===== src/rtl/core/rbsd_pkg.sv =====
// Rigid body sleep detector: shared widths, register indexes and sequencer states.
// No dependencies.
package rbsd_pkg;

   localparam int COMP_W       = 16;
   localparam int SQ_W         = 2 * COMP_W;
   localparam int MAG_W        = SQ_W / 2;
   localparam int MOTION_W     = 17;
   localparam int HIST_DEPTH   = 16;
   localparam int HIST_IDX_W   = $clog2(HIST_DEPTH);
   localparam int WIN_W        = 5;
   localparam int THR_W        = 17;
   localparam int CSR_IDX_W    = 2;
   localparam int CSR_DATA_W   = 17;
   localparam int SQRT_CNT_W   = $clog2(MAG_W);
   localparam int REM_W        = MAG_W + 1;

   localparam logic [WIN_W-1:0] WIN_RESET = WIN_W'(8);
   localparam logic [THR_W-1:0] THR_RESET = THR_W'(128);

   typedef enum logic [CSR_IDX_W-1:0] {
      CSR_WINDOW_LEN      = 2'd0,
      CSR_ALWAYS_STATIC   = 2'd1,
      CSR_SLEEP_THRESHOLD = 2'd2
   } csr_index_type;

   typedef enum logic [5:0] {
      ST_IDLE   = 6'b000001,
      ST_SQUARE = 6'b000010,
      ST_ROOT   = 6'b000100,
      ST_PUSH   = 6'b001000,
      ST_WSUM   = 6'b010000,
      ST_DONE   = 6'b100000
   } state_type;

   typedef struct packed {
      logic busy;
      logic done;
   } sqrt_stat_type;

endpackage


===== src/rtl/core/rbsd_req_if.sv =====
// Request channel of the sleep detector: valid/ready and one tick's velocities.
// Depends on rbsd_pkg.
interface rbsd_req_if;
   logic valid;
   logic ready;
   logic signed [rbsd_pkg::COMP_W-1:0] vel_x;
   logic signed [rbsd_pkg::COMP_W-1:0] vel_y;
   logic signed [rbsd_pkg::COMP_W-1:0] vel_z;
   logic signed [rbsd_pkg::COMP_W-1:0] spin_x;
   logic signed [rbsd_pkg::COMP_W-1:0] spin_y;
   logic signed [rbsd_pkg::COMP_W-1:0] spin_z;

   modport source (output valid, vel_x, vel_y, vel_z, spin_x, spin_y, spin_z, input ready);
   modport sink   (input valid, vel_x, vel_y, vel_z, spin_x, spin_y, spin_z, output ready);
endinterface


===== src/rtl/core/rbsd_rsp_if.sv =====
// Response channel of the sleep detector: valid/ready and one tick's result.
// Depends on rbsd_pkg.
interface rbsd_rsp_if;
   logic valid;
   logic ready;
   logic go_to_sleep;
   logic [rbsd_pkg::MOTION_W-1:0] motion_now;
   logic tick_ignored;

   modport source (output valid, go_to_sleep, motion_now, tick_ignored, input ready);
   modport sink   (input valid, go_to_sleep, motion_now, tick_ignored, output ready);
endinterface


===== src/rtl/core/rigid_body_sleep_detector_unit.sv =====
// Rigid body sleep detector top level: squares, two roots, history and weighted sum.
// Each vector's three components are squared and summed, then its square root is taken;
// then a push and the window sum, one entry per cycle over the window length W (1..16).
// An ignored tick skips straight to the response. A new request is accepted only in the
// idle state, after the previous result has been registered for the response.
// Synchronous active-high reset: history cleared, registers to 8 / 0 / 128.
// Depends on rbsd_pkg, rbsd_req_if, rbsd_rsp_if, rbsd_isqrt.
module rigid_body_sleep_detector_unit (
   input  logic                               clock,
   input  logic                               reset,
   input  logic                               csr_wr_en,
   input  logic [rbsd_pkg::CSR_IDX_W-1:0]     csr_index,
   input  logic [rbsd_pkg::CSR_DATA_W-1:0]    csr_wdata,
   rbsd_req_if.sink                           req_ch,
   rbsd_rsp_if.source                         rsp_ch
);
   import rbsd_pkg::*;

   state_type            state_ff, state_in;
   logic [WIN_W-1:0]     window_len_ff, window_len_in;
   logic                 always_static_ff, always_static_in;
   logic [THR_W-1:0]     sleep_threshold_ff, sleep_threshold_in;
   logic [MOTION_W-1:0]  hist_ff [HIST_DEPTH];
   logic [MOTION_W-1:0]  hist_in [HIST_DEPTH];
   logic [1:0]           comp_ff, comp_in;
   logic                 vec_ff, vec_in;
   logic [HIST_IDX_W-1:0] idx_ff, idx_in;
   logic                 rsp_valid_ff, rsp_valid_in;

   logic [COMP_W-1:0]    field_ff [6];
   logic [COMP_W-1:0]    field_in [6];
   logic [SQ_W-1:0]      acc_ff, acc_in;
   logic [MAG_W-1:0]     mag0_ff, mag0_in;
   logic [MOTION_W-1:0]  motion_ff, motion_in;
   logic [MOTION_W-1:0]  wacc_ff, wacc_in;
   logic                 ignored_ff, ignored_in;
   logic                 go_ff, go_in;
   logic [MOTION_W-1:0]  rsp_motion_ff, rsp_motion_in;
   logic                 rsp_ignored_ff, rsp_ignored_in;

   logic                 req_xfer;
   logic                 out_free;
   logic [WIN_W-1:0]     win;
   logic [2:0]           field_idx;
   logic [COMP_W-1:0]    sel_comp;
   logic [COMP_W-1:0]    abs_comp;
   logic [SQ_W-1:0]      square;
   logic [SQ_W-1:0]      acc_sum;
   logic [MOTION_W:0]    wsum;
   logic                 sq_start;
   logic [MAG_W-1:0]     sq_root;
   sqrt_stat_type        sq_stat;

   rbsd_isqrt u_isqrt (
      .clock    (clock),
      .reset    (reset),
      .start    (sq_start),
      .radicand (acc_sum),
      .root     (sq_root),
      .stat     (sq_stat)
   );

   assign req_ch.ready = (state_ff == ST_IDLE);
   assign req_xfer     = req_ch.valid && req_ch.ready;
   assign out_free     = !rsp_valid_ff || rsp_ch.ready;

   always_comb begin
      if (window_len_ff == '0) begin
         win = WIN_W'(1);
      end else if (window_len_ff > WIN_W'(HIST_DEPTH)) begin
         win = WIN_W'(HIST_DEPTH);
      end else begin
         win = window_len_ff;
      end
   end

   always_comb begin
      field_idx = vec_ff ? (3'd3 + {1'b0, comp_ff}) : {1'b0, comp_ff};
      sel_comp  = field_ff[field_idx];
      abs_comp  = sel_comp[COMP_W-1] ? (~sel_comp + COMP_W'(1)) : sel_comp;
      square    = abs_comp * abs_comp;
      acc_sum   = acc_ff + square;
      wsum      = {1'b0, wacc_ff} + {1'b0, hist_ff[idx_ff]};
   end

   // configuration
   always_comb begin
      window_len_in      = window_len_ff;
      always_static_in   = always_static_ff;
      sleep_threshold_in = sleep_threshold_ff;
      if (csr_wr_en) begin
         case (csr_index)
            CSR_WINDOW_LEN:      window_len_in      = csr_wdata[WIN_W-1:0];
            CSR_ALWAYS_STATIC:   always_static_in   = csr_wdata[0];
            CSR_SLEEP_THRESHOLD: sleep_threshold_in = csr_wdata[THR_W-1:0];
            default:             window_len_in      = window_len_ff;
         endcase
      end
   end

   // sequencer
   always_comb begin
      state_in       = state_ff;
      comp_in        = comp_ff;
      vec_in         = vec_ff;
      idx_in         = idx_ff;
      rsp_valid_in   = rsp_valid_ff && !rsp_ch.ready;
      field_in       = field_ff;
      acc_in         = acc_ff;
      mag0_in        = mag0_ff;
      motion_in      = motion_ff;
      wacc_in        = wacc_ff;
      ignored_in     = ignored_ff;
      go_in          = go_ff;
      rsp_motion_in  = rsp_motion_ff;
      rsp_ignored_in = rsp_ignored_ff;
      hist_in        = hist_ff;
      sq_start       = 1'b0;

      case (state_ff)
         ST_IDLE: begin
            if (req_xfer) begin
               field_in[0] = req_ch.vel_x;
               field_in[1] = req_ch.vel_y;
               field_in[2] = req_ch.vel_z;
               field_in[3] = req_ch.spin_x;
               field_in[4] = req_ch.spin_y;
               field_in[5] = req_ch.spin_z;
               ignored_in  = always_static_ff;
               acc_in      = '0;
               comp_in     = '0;
               vec_in      = 1'b0;
               state_in    = always_static_ff ? ST_DONE : ST_SQUARE;
            end
         end
         ST_SQUARE: begin
            acc_in  = acc_sum;
            comp_in = comp_ff + 2'd1;
            if (comp_ff == 2'd2) begin
               sq_start = 1'b1;
               state_in = ST_ROOT;
            end
         end
         ST_ROOT: begin
            if (sq_stat.done) begin
               if (!vec_ff) begin
                  mag0_in  = sq_root;
                  vec_in   = 1'b1;
                  comp_in  = '0;
                  acc_in   = '0;
                  state_in = ST_SQUARE;
               end else begin
                  motion_in = {1'b0, mag0_ff} + {1'b0, sq_root};
                  state_in  = ST_PUSH;
               end
            end
         end
         ST_PUSH: begin
            hist_in[0] = motion_ff;
            for (int i = 1; i < HIST_DEPTH; i++) begin
               hist_in[i] = (WIN_W'(i) < win) ? hist_ff[i-1] : '0;
            end
            idx_in   = HIST_IDX_W'(win - WIN_W'(1));
            wacc_in  = '0;
            state_in = ST_WSUM;
         end
         ST_WSUM: begin
            wacc_in = wsum[MOTION_W:1];
            idx_in  = idx_ff - HIST_IDX_W'(1);
            if (idx_ff == '0) begin
               state_in = ST_DONE;
            end
         end
         ST_DONE: begin
            if (out_free) begin
               rsp_valid_in   = 1'b1;
               go_in          = !ignored_ff && (wacc_ff < sleep_threshold_ff);
               rsp_motion_in  = ignored_ff ? '0 : motion_ff;
               rsp_ignored_in = ignored_ff;
               state_in       = ST_IDLE;
            end
         end
         default: state_in = ST_IDLE;
      endcase
   end

   always_ff @(posedge clock) begin
      if (reset) begin
         state_ff           <= ST_IDLE;
         window_len_ff      <= WIN_RESET;
         always_static_ff   <= 1'b0;
         sleep_threshold_ff <= THR_RESET;
         comp_ff            <= '0;
         vec_ff             <= 1'b0;
         idx_ff             <= '0;
         rsp_valid_ff       <= 1'b0;
         for (int i = 0; i < HIST_DEPTH; i++) begin
            hist_ff[i] <= '0;
         end
      end else begin
         state_ff           <= state_in;
         window_len_ff      <= window_len_in;
         always_static_ff   <= always_static_in;
         sleep_threshold_ff <= sleep_threshold_in;
         comp_ff            <= comp_in;
         vec_ff             <= vec_in;
         idx_ff             <= idx_in;
         rsp_valid_ff       <= rsp_valid_in;
         hist_ff            <= hist_in;
      end
   end

   always_ff @(posedge clock) begin
      field_ff       <= field_in;
      acc_ff         <= acc_in;
      mag0_ff        <= mag0_in;
      motion_ff      <= motion_in;
      wacc_ff        <= wacc_in;
      ignored_ff     <= ignored_in;
      go_ff          <= go_in;
      rsp_motion_ff  <= rsp_motion_in;
      rsp_ignored_ff <= rsp_ignored_in;
   end

   assign rsp_ch.valid        = rsp_valid_ff;
   assign rsp_ch.go_to_sleep  = go_ff;
   assign rsp_ch.motion_now   = rsp_motion_ff;
   assign rsp_ch.tick_ignored = rsp_ignored_ff;

`ifndef ASSERT_OFF
   a_done_in_root: assert property (@(posedge clock) disable iff (reset)
      sq_stat.done |-> (state_ff == ST_ROOT))
      else $error("root done outside root wait");

   a_idle_sqrt_quiet: assert property (@(posedge clock) disable iff (reset)
      req_ch.ready |-> !sq_stat.busy)
      else $error("square root busy while accepting");

   a_wsum_in_window: assert property (@(posedge clock) disable iff (reset)
      (state_ff == ST_WSUM) |-> ({1'b0, idx_ff} < win))
      else $error("weighted sum index past window");

   a_static_skips: assert property (@(posedge clock) disable iff (reset)
      (req_xfer && always_static_ff) |=> (state_ff == ST_DONE))
      else $error("ignored tick entered the datapath");
`endif

endmodule


===== src/rtl/core/rbsd_isqrt.sv =====
// Iterative floor square root, one result bit per cycle.
// Depends on rbsd_pkg.
module rbsd_isqrt (
   input  logic                        clock,
   input  logic                        reset,
   input  logic                        start,
   input  logic [rbsd_pkg::SQ_W-1:0]   radicand,
   output logic [rbsd_pkg::MAG_W-1:0]  root,
   output rbsd_pkg::sqrt_stat_type     stat
);
   import rbsd_pkg::*;

   logic                  busy_ff, busy_in;
   logic                  done_ff, done_in;
   logic [SQRT_CNT_W-1:0] cnt_ff, cnt_in;
   logic [SQ_W-1:0]       rad_ff, rad_in;
   logic [REM_W-1:0]      rem_ff, rem_in;
   logic [MAG_W-1:0]      root_ff, root_in;
   logic [REM_W+1:0]      rem_sh;
   logic [REM_W+1:0]      trial;
   logic                  fits;

   always_comb begin
      rem_sh  = {rem_ff, rad_ff[SQ_W-1 -: 2]};
      trial   = {1'b0, root_ff, 2'b01};
      fits    = (rem_sh >= trial);
      busy_in = busy_ff;
      done_in = 1'b0;
      cnt_in  = cnt_ff;
      rad_in  = rad_ff;
      rem_in  = rem_ff;
      root_in = root_ff;
      if (start) begin
         busy_in = 1'b1;
         cnt_in  = '0;
         rad_in  = radicand;
         rem_in  = '0;
         root_in = '0;
      end else if (busy_ff) begin
         rad_in = {rad_ff[SQ_W-3:0], 2'b00};
         cnt_in = cnt_ff + SQRT_CNT_W'(1);
         if (fits) begin
            rem_in  = REM_W'(rem_sh - trial);
            root_in = {root_ff[MAG_W-2:0], 1'b1};
         end else begin
            rem_in  = rem_sh[REM_W-1:0];
            root_in = {root_ff[MAG_W-2:0], 1'b0};
         end
         if (cnt_ff == SQRT_CNT_W'(MAG_W - 1)) begin
            busy_in = 1'b0;
            done_in = 1'b1;
         end
      end
   end

   always_ff @(posedge clock) begin
      if (reset) begin
         busy_ff <= 1'b0;
         done_ff <= 1'b0;
         cnt_ff  <= '0;
      end else begin
         busy_ff <= busy_in;
         done_ff <= done_in;
         cnt_ff  <= cnt_in;
      end
   end

   always_ff @(posedge clock) begin
      rad_ff  <= rad_in;
      rem_ff  <= rem_in;
      root_ff <= root_in;
   end

   assign root      = root_ff;
   assign stat.busy = busy_ff;
   assign stat.done = done_ff;

endmodule


===== src/flat_wrapper.sv =====
// flat-port wrapper written by rule: the top's interface ports become plain ports
module rigid_body_sleep_detector_unit_flat import rbsd_pkg::*;
  (clock, reset, csr_wr_en, csr_index, csr_wdata, req_ch_valid, req_ch_vel_x, req_ch_vel_y, req_ch_vel_z, req_ch_spin_x, req_ch_spin_y, req_ch_spin_z, req_ch_ready, rsp_ch_valid, rsp_ch_go_to_sleep, rsp_ch_motion_now, rsp_ch_tick_ignored, rsp_ch_ready);
  rbsd_req_if req_ch_i ();
  rbsd_rsp_if rsp_ch_i ();
  input  logic clock;
  input  logic reset;
  input  logic csr_wr_en;
  input  logic [rbsd_pkg::CSR_IDX_W-1:0] csr_index;
  input  logic [rbsd_pkg::CSR_DATA_W-1:0] csr_wdata;
  input wire logic [$bits(req_ch_i.valid)-1:0] req_ch_valid;
  input wire logic [$bits(req_ch_i.vel_x)-1:0] req_ch_vel_x;
  input wire logic [$bits(req_ch_i.vel_y)-1:0] req_ch_vel_y;
  input wire logic [$bits(req_ch_i.vel_z)-1:0] req_ch_vel_z;
  input wire logic [$bits(req_ch_i.spin_x)-1:0] req_ch_spin_x;
  input wire logic [$bits(req_ch_i.spin_y)-1:0] req_ch_spin_y;
  input wire logic [$bits(req_ch_i.spin_z)-1:0] req_ch_spin_z;
  output wire logic [$bits(req_ch_i.ready)-1:0] req_ch_ready;
  output wire logic [$bits(rsp_ch_i.valid)-1:0] rsp_ch_valid;
  output wire logic [$bits(rsp_ch_i.go_to_sleep)-1:0] rsp_ch_go_to_sleep;
  output wire logic [$bits(rsp_ch_i.motion_now)-1:0] rsp_ch_motion_now;
  output wire logic [$bits(rsp_ch_i.tick_ignored)-1:0] rsp_ch_tick_ignored;
  input wire logic [$bits(rsp_ch_i.ready)-1:0] rsp_ch_ready;
  assign req_ch_i.valid = req_ch_valid;
  assign req_ch_i.vel_x = req_ch_vel_x;
  assign req_ch_i.vel_y = req_ch_vel_y;
  assign req_ch_i.vel_z = req_ch_vel_z;
  assign req_ch_i.spin_x = req_ch_spin_x;
  assign req_ch_i.spin_y = req_ch_spin_y;
  assign req_ch_i.spin_z = req_ch_spin_z;
  assign req_ch_ready = req_ch_i.ready;
  assign rsp_ch_valid = rsp_ch_i.valid;
  assign rsp_ch_go_to_sleep = rsp_ch_i.go_to_sleep;
  assign rsp_ch_motion_now = rsp_ch_i.motion_now;
  assign rsp_ch_tick_ignored = rsp_ch_i.tick_ignored;
  assign rsp_ch_i.ready = rsp_ch_ready;
  rigid_body_sleep_detector_unit u_core (.clock(clock), .reset(reset), .csr_wr_en(csr_wr_en), .csr_index(csr_index), .csr_wdata(csr_wdata), .req_ch(req_ch_i), .rsp_ch(rsp_ch_i));
endmodule

===== config.mk =====
export PLATFORM = sky130hd
export DESIGN_NAME = rigid_body_sleep_detector_unit_flat
export DESIGN_NICKNAME = d
export VERILOG_FILES = /design/src/rtl/core/rbsd_pkg.sv /design/src/rtl/core/rbsd_req_if.sv /design/src/rtl/core/rbsd_rsp_if.sv /design/src/rtl/core/rigid_body_sleep_detector_unit.sv /design/src/rtl/core/rbsd_isqrt.sv /design/src/flat_wrapper.sv
export SDC_FILE = /design/constraint.sdc
export NUM_CORES = 2
export LEC_CHECK = 0
export ABC_CLOCK_PERIOD_IN_PS = 11100
export BUFFER_PORTS_ARGS = -buffer_cell sky130_fd_sc_hd__buf_2
export CORE_MARGIN = 2
export CORE_UTILIZATION = 35
export CTS_CLUSTER_SIZE = 24
export DETAILED_ROUTE_END_ITERATION = 7
export PLACE_DENSITY_LB_ADDON = 0.25
export SLEW_MARGIN = 25
export SYNTH_ARGS = -nofsm -noshare
export SYNTH_HDL_FRONTEND = slang
export SYNTH_SLANG_ARGS = --single-unit

===== constraint.sdc =====
create_clock -name clock -period 11.1 [get_ports clock]
set_input_delay 2.22 -clock clock [delete_from_list [all_inputs] [get_ports clock]]
set_output_delay 2.22 -clock clock [all_outputs]
set_load 0.1 [all_outputs]

==> metrics.txt <==
CP dominant cell by count=fa_1; commonest non-fill, non-tap cell in the layout=inv_1; die area=101,300 µm²; WL final=88.23 mm; layout cells sized above 1=0.1287; max incr delay on CP=0.78 ns; worst clock skew=0.03789 ns; cell area after synthesis=34,580 µm²; Max Buffers Root-to-Sink=3; register area=13,880 µm²; largest fanout on the critical path=15; clk_lat worst skew=0.64 ns; placed cells=4,725; initial DRC count=1,780; commonest non-fill, non-tap cells in the layout=inv_1, nor2_1, dfxtp_1; Root Buffer=clkbuf_16; DP Wirelength=61.58 mm; outcome=finished, final reports clean; DR pass1 iterations=5; area delta synth->final=12.69%; Tcrit/Tclk final=0.9093; RSZ-0062 raised after global routing=no; GP Congestion=0.8204; Seq/Total Area, Yosys=0.4012; Via-to-Cell Ratio=5.138; min Tclk post-route=10.09 ns; Die Y=318.3 µm; residual DRC count=0; CP top delay family=adder cells; Critical Path AT=10.46 ns; via count=24,940; number of buffers added on ports=140; H-Tree Depth=3; vias in the first global route=24,909; Starting Density=0.3524; area of the multi-input gates=18,600 µm²; initial antenna violation count=5; fin cells=4,854; Nets=3,996; yosys warns=0; Achievable Freq=99.08 MHz; critical path type=reg2reg; Final setup viols=0; core area=98,130 µm²; startpoint class of the critical path=flop; Reg clk slew, reported paths=0.06 ns; TNS Setup=0 ns; Final ANT Viol Nets=0; Die X=318.3 µm; Distinct cells, synth=90; Clock Sinks=578; CP required=11.46 ns; I/O pins=141; Async S/R FF share, synth=0; worst-margin pin slew=1.044 ns; Hold Path Class=reg2reg; syn avg cell area=10.09 µm²; TritonCTS clock tree=built; Main synth FF type=dfxtp_1; num rows=115; Hold Violations, Final=0; CP endpoint kind=flop; Post-synth EDFFs=230; GR Overflow Total=0; pins over their slew limit=0; fillcell total=9,669; Max stage delay cell, worst path=ha_1; Post-Syn Instances=3,426; register bit total from synthesis=578; Total Routing Usage GR=0.1742; pin count of the biggest net entering global routing=220; CP Buf/Inv Count=4; first-pass GRT wire length=140.7 mm; drt wl/cell=18.18 µm; CTS buffer count=69; Rel. slew slack=0.3025; Max-Cap Viols=0
==> cells in the mapped netlist, types with 21 or more instances <==
cell      number  area (µm²)
inv_1        370        1389
nor2_1       365        1370
dfxtp_1      348        6967
nand2_1      323        1212
edfxtp_1     230        6907
a21oi_1      209        1046
fa_1         196        3924
a22oi_1      177        1329
ha_1         170        2127
clkbuf_1     152       570.6
nand3_1      116       580.6
o21ai_0       98       490.5
mux4_2        90        2027
mux2i_1       82       820.8
xnor2_1       47       411.6
xor2_1        35       306.5
nor2b_1       32       200.2
nor3_1        29       145.1
and2_1        27       168.9
a21o_1        25       187.7
nand2b_1      21       131.4
==> layout make-up <==
cell class,instances,share of cell area
clock buffer,95,0.05105
multi-input combinational,2292,0.4773
timing repair buffer,190,0.02848
clock inverter,32,0.008958
inverter,379,0.03651
antenna,1,0.00006422
tap,1287,0.04132
sequential,578,0.3563
==> state kept, by name (all words and copies together), names as in the netlist <==
register	flops
u_core.acc_ff	32
u_core.always_static_ff	1
u_core.comp_ff	2
u_core.field_ff	96
u_core.hist_ff	272
u_core.idx_ff	4
u_core.ignored_ff	1
u_core.mag0_ff	16
u_core.motion_ff	17
u_core.rsp_ch.go_to_sleep	1
u_core.rsp_ch.motion_now	17
u_core.rsp_ch.tick_ignored	1
u_core.rsp_ch.valid	1
u_core.sleep_threshold_ff	17
u_core.state_ff	6
u_core.u_isqrt.busy_ff	1
u_core.u_isqrt.cnt_ff	4
u_core.u_isqrt.done_ff	1
u_core.u_isqrt.rad_ff	32
u_core.u_isqrt.rem_ff	17
u_core.u_isqrt.root	16
u_core.vec_ff	1
u_core.wacc_ff	17
u_core.window_len_ff	5
==> worst min-delay path, stage by stage, from the launching register on <==
cell     delay [ns]
dfxtp_1        0.31
nand2_1        0.05
a21oi_1        0.05
==> worst paths after layout <==
path                            slack [ns]                            from                             endpoint  cells after the start
worst min-delay path                  0.45  u_core.hist_ff[4]$_SDFFE_PP0P_       u_core.hist_ff[4]$_SDFFE_PP0P_                      2
worst max register to register        1.01  u_core.comp_ff[0]$_SDFFE_PP0P_  u_core.u_isqrt.rad_ff[31]$_DFFE_PP_                     28
worst min register to register        0.45  u_core.hist_ff[4]$_SDFFE_PP0P_       u_core.hist_ff[4]$_SDFFE_PP0P_                      2
worst max-delay path                  1.01  u_core.comp_ff[0]$_SDFFE_PP0P_  u_core.u_isqrt.rad_ff[31]$_DFFE_PP_                     28
==> metal layers <==
layer	up-vias	track usage	part of all wire	wire, µm
met5	-	0	0.000091	8
met4	2	0.04855	0.024	2082
met3	117	0.04064	0.062	5503
met2	609	0.2721	0.45	39360
met1	12220	0.2414	0.47	41270
li1	11992	-	-	-
==> repair_timing <==
action,CTS,global route
hold buffers,0,0
setup endpoints to repair,0,5
endpoints found under the hold margin,0,0
buffers inserted,0,0
gates resized for setup,0,1
==> cell families (layout without fill, tap and decap cells) <==
kind of cell,count (synthesis),in the layout,synth area share
muxes,195,195,0.09017
AOI/OAI and AO/OA,633,633,0.1180
xor gates and xnor gates,84,84,0.02171
other,2,11,0.0002172
and+or+nand+nor,1004,1004,0.1302
buffers and inverters,564,696,0.06357
DFF,578,578,0.4012
adders and majority gates,366,366,0.1750
==> through the flow <==
step	util	hold WS, ns	cell area (µm²)	setup WS [ns]
after floorplan	-	0.4288	34610	2.110
final	0.3971	0.4510	38970	1.007
after CTS	0.3966	0.4476	38920	0.5584
after global placement	0.3727	0.4357	36570	0.9291
after global routing	0.3971	0.4646	38960	0.1659
after detailed placement	0.3728	0.4450	36580	0.5960
Power is not shown: default switching activity piles up to over one toggle a cycle in this logic, so the estimate is an artifact.
